==> config.mk <==
export PLATFORM = sky130hd
export DESIGN_NAME = gls_ctrl
export DESIGN_NICKNAME = d
export VERILOG_FILES = /design/src/rtl/gls_pkg.sv /design/src/rtl/gls_ctrl.sv
export SDC_FILE = /design/constraint.sdc
export NUM_CORES = 1
export LEC_CHECK = 0
export ABC_AREA = 1
export BUFFER_PORTS_ARGS = -buffer_cell sky130_fd_sc_hd__clkbuf_2
export CELL_PAD_IN_SITES_DETAIL_PLACEMENT = 1
export CELL_PAD_IN_SITES_GLOBAL_PLACEMENT = 2
export CORE_MARGIN = 2
export CORE_UTILIZATION = 30
export CTS_BUF_LIST = sky130_fd_sc_hd__clkbuf_4
export DETAILED_ROUTE_END_ITERATION = 8
export PLACE_DENSITY_LB_ADDON = 0.08
export SLEW_MARGIN = 0
export SYNTH_ARGS = -nofsm -noshare
export SYNTH_HDL_FRONTEND = slang
export SYNTH_SLANG_ARGS = --single-unit
==> constraint.sdc <==
create_clock -name clk -period 2.7 [get_ports clk]
set_input_delay 0.54 -clock clk [delete_from_list [all_inputs] [get_ports clk]]
set_output_delay 0.54 -clock clk [all_outputs]
set_load 0.01 [all_outputs]
==> src/rtl/gls_pkg.sv <==
// Shared types, constants and fixed-point helpers for the Levinson solver.
// No dependencies; every other file of the block but gls_ram imports this package.
package gls_pkg;

  localparam int MAX_TAPS_DEF = 32;
  localparam int TAPS_W = 6;
  localparam int CORR_W = 32;
  localparam int COEF_W = 32;
  localparam int TAP_W = 5;
  localparam int ACC_W = 48;
  localparam int PROD_W = 64;
  localparam int FRAC_W = 24;

  typedef struct packed {
    logic [TAPS_W-1:0]        lag;
    logic signed [CORR_W-1:0] auto_corr;
    logic signed [CORR_W-1:0] cross_corr;
  } in_word_t;

  typedef struct packed {
    logic [TAP_W-1:0]         tap;
    logic signed [COEF_W-1:0] coefficient;
    logic                     last;
    logic                     status;
  } out_word_t;

  typedef enum logic [4:0] {
    S_IDLE, S_E0_RD, S_E0, S_ACC_RD, S_ACC, S_DOT_RD, S_DOT_M1, S_DOT_M2, S_DOT_A2,
    S_DIVK, S_DIVK_W, S_DIVB, S_DIVB_W, S_UPD_RD1, S_UPD_RD2, S_UPD_M1, S_UPD_M2,
    S_UPD_WR, S_E_SQ, S_E_MUL, S_E_UPD, S_OUT_RD, S_OUT
  } ctl_state_t;

  typedef enum logic [4:0] {
    OP_IDLE, OP_E0_RD, OP_E0, OP_ACC_RD, OP_ACC, OP_DOT_RD, OP_DOT_M1, OP_DOT_M2,
    OP_DOT_A2, OP_DIVK, OP_DIVK_W, OP_DIVB, OP_DIVB_W, OP_UPD_RD1, OP_UPD_RD2,
    OP_UPD_M1, OP_UPD_M2, OP_UPD_WR, OP_E_SQ, OP_E_MUL, OP_E_UPD, OP_OUT_RD, OP_OUT
  } dp_op_t;

  typedef struct packed {
    dp_op_t op;
    logic   bank;
    logic   wr_auto;
    logic   wr_cross;
  } dp_cmd_t;

  typedef struct packed {
    logic div_done;
  } dp_stat_t;

  function automatic logic signed [PROD_W-1:0] rnd_q24(input logic signed [PROD_W-1:0] v);
    logic signed [PROD_W-1:0] half;
    half = PROD_W'(64'sd1 <<< (FRAC_W - 1));
    rnd_q24 = (v + half) >>> FRAC_W;
  endfunction

  function automatic logic signed [31:0] sat32(input logic signed [PROD_W-1:0] v);
    if ((&v[PROD_W-1:31]) || !(|v[PROD_W-1:31])) begin
      sat32 = v[31:0];
    end else if (v[PROD_W-1]) begin
      sat32 = 32'sh8000_0000;
    end else begin
      sat32 = 32'sh7FFF_FFFF;
    end
  endfunction

endpackage

==> src/rtl/gls_ctrl.sv <==
// Controller: load sequencing, recursion order and tap counters, result hand-off.
// Depends on gls_pkg.
module gls_ctrl #(
  parameter int MAX_TAPS = gls_pkg::MAX_TAPS_DEF
) (
  input  logic                              clk,
  input  logic                              rst,
  input  logic                              in_valid,
  output logic                              in_ready,
  input  logic [gls_pkg::TAPS_W-1:0]        lag,
  input  logic                              cfg_wr_en,
  input  logic [gls_pkg::TAPS_W-1:0]        cfg_wr_data,
  output logic                              out_valid,
  input  logic                              out_ready,
  output gls_pkg::dp_cmd_t                  cmd,
  input  gls_pkg::dp_stat_t                 stat,
  output logic [$clog2(MAX_TAPS+1)-1:0]     m,
  output logic [$clog2(MAX_TAPS+1)-1:0]     i,
  output logic [$clog2(MAX_TAPS+1)-1:0]     n
);
  import gls_pkg::*;

  localparam int CW = $clog2(MAX_TAPS + 1);
  localparam int TW = (CW > TAPS_W) ? CW : TAPS_W;

  ctl_state_t        state, state_next;
  logic [CW-1:0]     lc;
  logic [TAPS_W-1:0] taps;
  logic              bank;
  logic [TW-1:0]     lag_x, lc_x, n_x;
  logic              accept, item_ok, load_done, i_last;

  always_comb begin
    if (taps == '0) begin
      n = CW'(1);
    end else if (TW'(taps) > TW'(MAX_TAPS)) begin
      n = CW'(MAX_TAPS);
    end else begin
      n = CW'(taps);
    end
    lag_x = TW'(lag);
    lc_x = (lag == '0) ? '0 : TW'(lc);
    n_x = TW'(n);
    accept = in_valid && in_ready;
    item_ok = (lag_x == lc_x) && (lag_x <= n_x);
    load_done = item_ok && (lag_x == n_x);
    i_last = (i + CW'(1) == m);
  end

  always_comb begin
    state_next = state;
    unique case (state)
      S_IDLE: if (accept && load_done) state_next = S_E0_RD;
      S_E0_RD: state_next = S_E0;
      S_E0: state_next = S_ACC_RD;
      S_ACC_RD: state_next = S_ACC;
      S_ACC: state_next = (m == '0) ? S_DIVK : S_DOT_RD;
      S_DOT_RD: state_next = S_DOT_M1;
      S_DOT_M1: state_next = S_DOT_M2;
      S_DOT_M2: state_next = S_DOT_A2;
      S_DOT_A2: state_next = i_last ? S_DIVK : S_DOT_RD;
      S_DIVK: state_next = S_DIVK_W;
      S_DIVK_W: if (stat.div_done) state_next = S_DIVB;
      S_DIVB: state_next = S_DIVB_W;
      S_DIVB_W: begin
        if (stat.div_done) state_next = (m == '0) ? S_E_SQ : S_UPD_RD1;
      end
      S_UPD_RD1: state_next = S_UPD_RD2;
      S_UPD_RD2: state_next = S_UPD_M1;
      S_UPD_M1: state_next = S_UPD_M2;
      S_UPD_M2: state_next = S_UPD_WR;
      S_UPD_WR: state_next = i_last ? S_E_SQ : S_UPD_RD1;
      S_E_SQ: state_next = S_E_MUL;
      S_E_MUL: state_next = S_E_UPD;
      S_E_UPD: state_next = (m + CW'(1) == n) ? S_OUT_RD : S_ACC_RD;
      S_OUT_RD: state_next = S_OUT;
      S_OUT: begin
        if (out_ready) state_next = (i + CW'(1) == n) ? S_IDLE : S_OUT_RD;
      end
      default: state_next = S_IDLE;
    endcase
  end

  always_comb begin
    in_ready = (state == S_IDLE);
    out_valid = (state == S_OUT);
    cmd.bank = bank;
    cmd.wr_auto = accept && item_ok;
    cmd.wr_cross = accept && item_ok && (lag_x < n_x);
    unique case (state)
      S_IDLE: cmd.op = OP_IDLE;
      S_E0_RD: cmd.op = OP_E0_RD;
      S_E0: cmd.op = OP_E0;
      S_ACC_RD: cmd.op = OP_ACC_RD;
      S_ACC: cmd.op = OP_ACC;
      S_DOT_RD: cmd.op = OP_DOT_RD;
      S_DOT_M1: cmd.op = OP_DOT_M1;
      S_DOT_M2: cmd.op = OP_DOT_M2;
      S_DOT_A2: cmd.op = OP_DOT_A2;
      S_DIVK: cmd.op = OP_DIVK;
      S_DIVK_W: cmd.op = OP_DIVK_W;
      S_DIVB: cmd.op = OP_DIVB;
      S_DIVB_W: cmd.op = OP_DIVB_W;
      S_UPD_RD1: cmd.op = OP_UPD_RD1;
      S_UPD_RD2: cmd.op = OP_UPD_RD2;
      S_UPD_M1: cmd.op = OP_UPD_M1;
      S_UPD_M2: cmd.op = OP_UPD_M2;
      S_UPD_WR: cmd.op = OP_UPD_WR;
      S_E_SQ: cmd.op = OP_E_SQ;
      S_E_MUL: cmd.op = OP_E_MUL;
      S_E_UPD: cmd.op = OP_E_UPD;
      S_OUT_RD: cmd.op = OP_OUT_RD;
      S_OUT: cmd.op = OP_OUT;
      default: cmd.op = OP_IDLE;
    endcase
  end

  always_ff @(posedge clk) begin
    if (rst) begin
      state <= S_IDLE;
      lc <= '0;
      taps <= TAPS_W'(32);
      bank <= 1'b0;
      m <= '0;
      i <= '0;
    end else begin
      state <= state_next;
      if (cfg_wr_en) begin
        taps <= cfg_wr_data;
        lc <= '0;
      end else if (accept && item_ok) begin
        lc <= load_done ? '0 : CW'(lag_x + TW'(1));
      end
      case (state)
        S_IDLE: begin
          m <= '0;
          i <= '0;
          bank <= 1'b0;
        end
        S_DOT_A2, S_UPD_WR: i <= i_last ? '0 : i + CW'(1);
        S_E_UPD: begin
          m <= m + CW'(1);
          i <= '0;
          bank <= ~bank;
        end
        S_OUT: if (out_ready) i <= i + CW'(1);
        default: ;
      endcase
    end
  end

  assert property (@(posedge clk) disable iff (rst) in_ready |-> !out_valid)
    else $error("input taken while a result is offered");
  assert property (@(posedge clk) disable iff (rst)
    (state == S_DIVK_W && !stat.div_done) |=> (state == S_DIVK_W))
    else $error("left the division wait before the quotient arrived");
  assert property (@(posedge clk) disable iff (rst)
    (state == S_OUT && out_ready && (i + CW'(1) == n)) |=> (state == S_IDLE))
    else $error("final word taken but the controller did not return to idle");
  assert property (@(posedge clk) disable iff (rst) (state == S_ACC) |-> (m < n))
    else $error("recursion order beyond the filter length");

endmodule
==> metrics.md <==
| Metric | Value |
|---|---|
| GR Util All Layers | 0.187 |
| Syn-to-layout area delta | 23.2% |
| Fraction of synthesis flops using an asynchronous set or reset pin | 0 |
| Fin nets | around 520 |
| Most common flop cell mapped by yosys | dfxtp_1 |
| P_leak | approximately 1.6 nW |
| Min Tclk post-route | roughly 2.7 ns |
| Routed vias | between 2000 and 3000 |
| TritonCTS sink count | 35 |
| Status | complete, but fails checks |
| Yosys cell types | 32 |
| FF-to-FF End | cmd[7] |
| Initial core utilization | 0.314 |
| Sequential share of the synthesized area | 0.269 |
| DRC Markers | 0 |
| Clk_lat worst skew | 0.35 ns |
| Avg Vias per Cell | between 4 and 5 |
| Mapped cell area | 2600 um2 |
| Number of synthesized register bits | 35 |
| Die area | around 9400 um2 |
| Worst setup margin | -0.000898 ns |
| Placed insts | about 580 |
| Layout cells sized above 1 | 0.243 |
| Syn_nets | approximately 460 |
| Overflow after GRT | 0 |
| Reg-to-reg startpoint | m[0] |
| Drt pass-1 iters | 4 |
| Hold Path Stages | 3 |
| Vias in the first global route | approximately 3000 |
| Clock Skew | roughly 0.021 ns |
| Commonest non-fill, non-tap cell in the layout | nand2_1 |
| Critical Path Stages | 14 |
| Most frequent cells in the layout | nand2_1, nor2_1, inv_1 |
| Slowest CP cell | dfxtp_2 |
| DIE HEIGHT | roughly 97 um |
| Final setup viols | 2 |
| Post-Route WL | 8.97 mm |
| Syn avg cell area | ~6.1 um2 |
| Finished Cell Area | about 3200 um2 |
| Core box area | between 8000 and 9000 um2 |
| Port Buffers | 45 |
| TritonCTS buffer count | 5 |
| Hold crit path type | in -> reg |
| Yosys warnings | 0 |
| Clk slew on worst S/H paths | between 0.1 and 0.15 ns |
| Final Cycle Share | 1.00 |
| Final Wtd Congestion | about 0.88 |
| Final Util | 0.387 |
| Initial antenna violation count | 0 |
| FILL cells | ~1100 |
| Crit path required time | ~2.2 ns |
| Slowest cell delay on critical path | approximately 0.35 ns |
| Worst setup path endpoint | cmd[0] |
| Final Max Slew Viols | 0 |
| Crit path max fanout | 4 |
| Violated checks | setup timing |
| TritonCTS clock tree | done |
| DRT iter0 DRCs | 56 |
| CP Launch Type | flip-flop |
| Slew margin rel. | 0.624 |
| Worst path arrival time | 2.16 ns |
| Cell Chain, Critical Path | inv_2 -> nor2_4 -> inv_4 -> ha_4 -> nand4_1 -> nor2_4 -> nand2_1 -> o211ai_1 -> nand2_2 -> nand2_2 -> nor2_4 -> inv_4 -> nor2_2 -> buf_2 |
| Number of synthesized flops with an enable pin | 0 |
| First-pass GRT wire length | 14.5 mm |
| Final hold vios | 0 |
| RSZ-0062 raised after global routing | true |
| DPL Wire Length | between 7 and 8 mm |
| Crit-path leading delay family | simple AND/OR/NAND/NOR gates |
| Hold WS | roughly 0.42 ns |
| Largest net degree at the start of global routing | 24 |
| R2R cell count | 12 |
| DR WL/cell | 15.1 um |
| P per Cell Area | ~600 nW/um2 |
| CP Launch Point | taps[3] |
| Max-Cap Viols | 0 |
| H-tree levels | 2 |
| FMAX | around 370 MHz |
| Die span in x | between 90 and 100 um |
| Placed cell areas | 2960 um2 |
| Routed Antenna Nets | 0 |
| Inserted Diodes | 0 |
| Worst reg2reg setup slack | roughly 0.5 ns |
| Root buffer cell | clkbuf_4 |
| Fin cells | just under 600 |
| Crit end category | output port |
| Setup Crit Path Kind | reg -> out |
| Max Root-Sink Buffers | 2 |
| Peak VDD IR | roughly 0.34 mV |
| Rows | 33 |
| Cell mode on critical path | nor2_4 |
| Buffers and inverters on the worst path | 4 |
| Synth Instances | between 400 and 500 |
| I/O pin count | 46 |
| Worst Max-Slew Pin Slew | ~0.56 ns |
## worst min-delay path, delay by kind of cell
kind,cells,cell delay [ns]
buffers and inverters,1,0.08
and+or+nand+nor,2,0.11
## synth_stat cells, types with 3 or more instances
master	number	share of area
a21oi_1	29	0.056
clkbuf_1	3	0.0043
dfxtp_1	35	0.27
ha_1	10	0.048
inv_1	48	0.069
inv_2	12	0.017
nand2_1	125	0.18
nand2_2	5	0.012
nand3_1	45	0.086
nand4_1	7	0.017
nor2_1	54	0.078
nor2_2	6	0.014
nor2_4	3	0.013
o21ai_0	17	0.033
o21ai_1	3	0.0058
xor2_1	6	0.020
## cell type report
class	count	area [um2]	share of cell area
Sequential cell	35	706	0.220
Tap cell	105	131	0.0410
Clock inverter	3	20.0	0.00624
Timing Repair Buffer	58	345	0.108
Clock buffer	5	37.5	0.0117
Inverter	60	238	0.0741
Multi-Input combinational cell	328	1730	0.539
## state kept, by name (all words and copies together), names as in the netlist
signal	count
i	6
lc	6
m	6
taps	6
cmd	5
state	5
bank	1
## through the flow
stage               setup WS (ns)  TNS (ns)  power [mW]
floorplan                   0.228         0        1.30
global route               -0.125    -0.247        2.07
CTS                       0.00423         0        1.92
global placement            0.188         0        1.58
finish                  -0.000898  -0.00138        1.90
detailed placement          0.145         0        1.58
## worst min-delay path by stage
stage	from	endpoint	slack (ns)
3_3_place_gp	lc[5]	lc[5]	0.47
2_1_floorplan	bank	bank	0.42
5_1_grt	cfg_wr_data[0]	taps[0]	0.43
3_5_place_dp	lc[5]	lc[5]	0.46
6_report	cfg_wr_data[2]	taps[2]	0.42
4_1_cts	cfg_wr_data[2]	taps[2]	0.41
## cells by family (layout without fill, tap and decap cells)
kind of cell	Yosys count	after routing	share of synthesized area
AOI/OAI and AO/OA	56	56	0.123
xor gates and xnor gates	6	6	0.0202
adders and majority gates	10	10	0.0480
buffers and inverters	67	126	0.100
and+or+nand+nor	256	256	0.439
DFF	35	35	0.269
## where the power goes
group | total (mW) | switching, mW | internal (mW)
Combinational | 0.949 | 0.635 | 0.314
Clock | 0.312 | 0.212 | 0.0997
Sequential | 0.639 | 0.0582 | 0.581
Total | 1.90 | 0.905 | 0.995
## layer usage
metal / global-route usage / vias to the layer above / part of all wire
met3: 0.0245 / 8 / 0.028
met4: 0.0423 / 0 / 0.012
met5: 0 / - / 0
met2: 0.326 / 44 / 0.49
li1: - / 1494 / -
met1: 0.246 / 1372 / 0.47
## what timing repair did
action                                  4_1_cts  5_1_grt
endpoints found under the setup margin        2        2
hold buffers                                  0        0
resized for setup                            10       20
setup buffers                                 2        6
endpoints found under the hold margin         0        0
pin swaps                                     1        8
No activity file was read; power rests on OpenSTA's default activity.
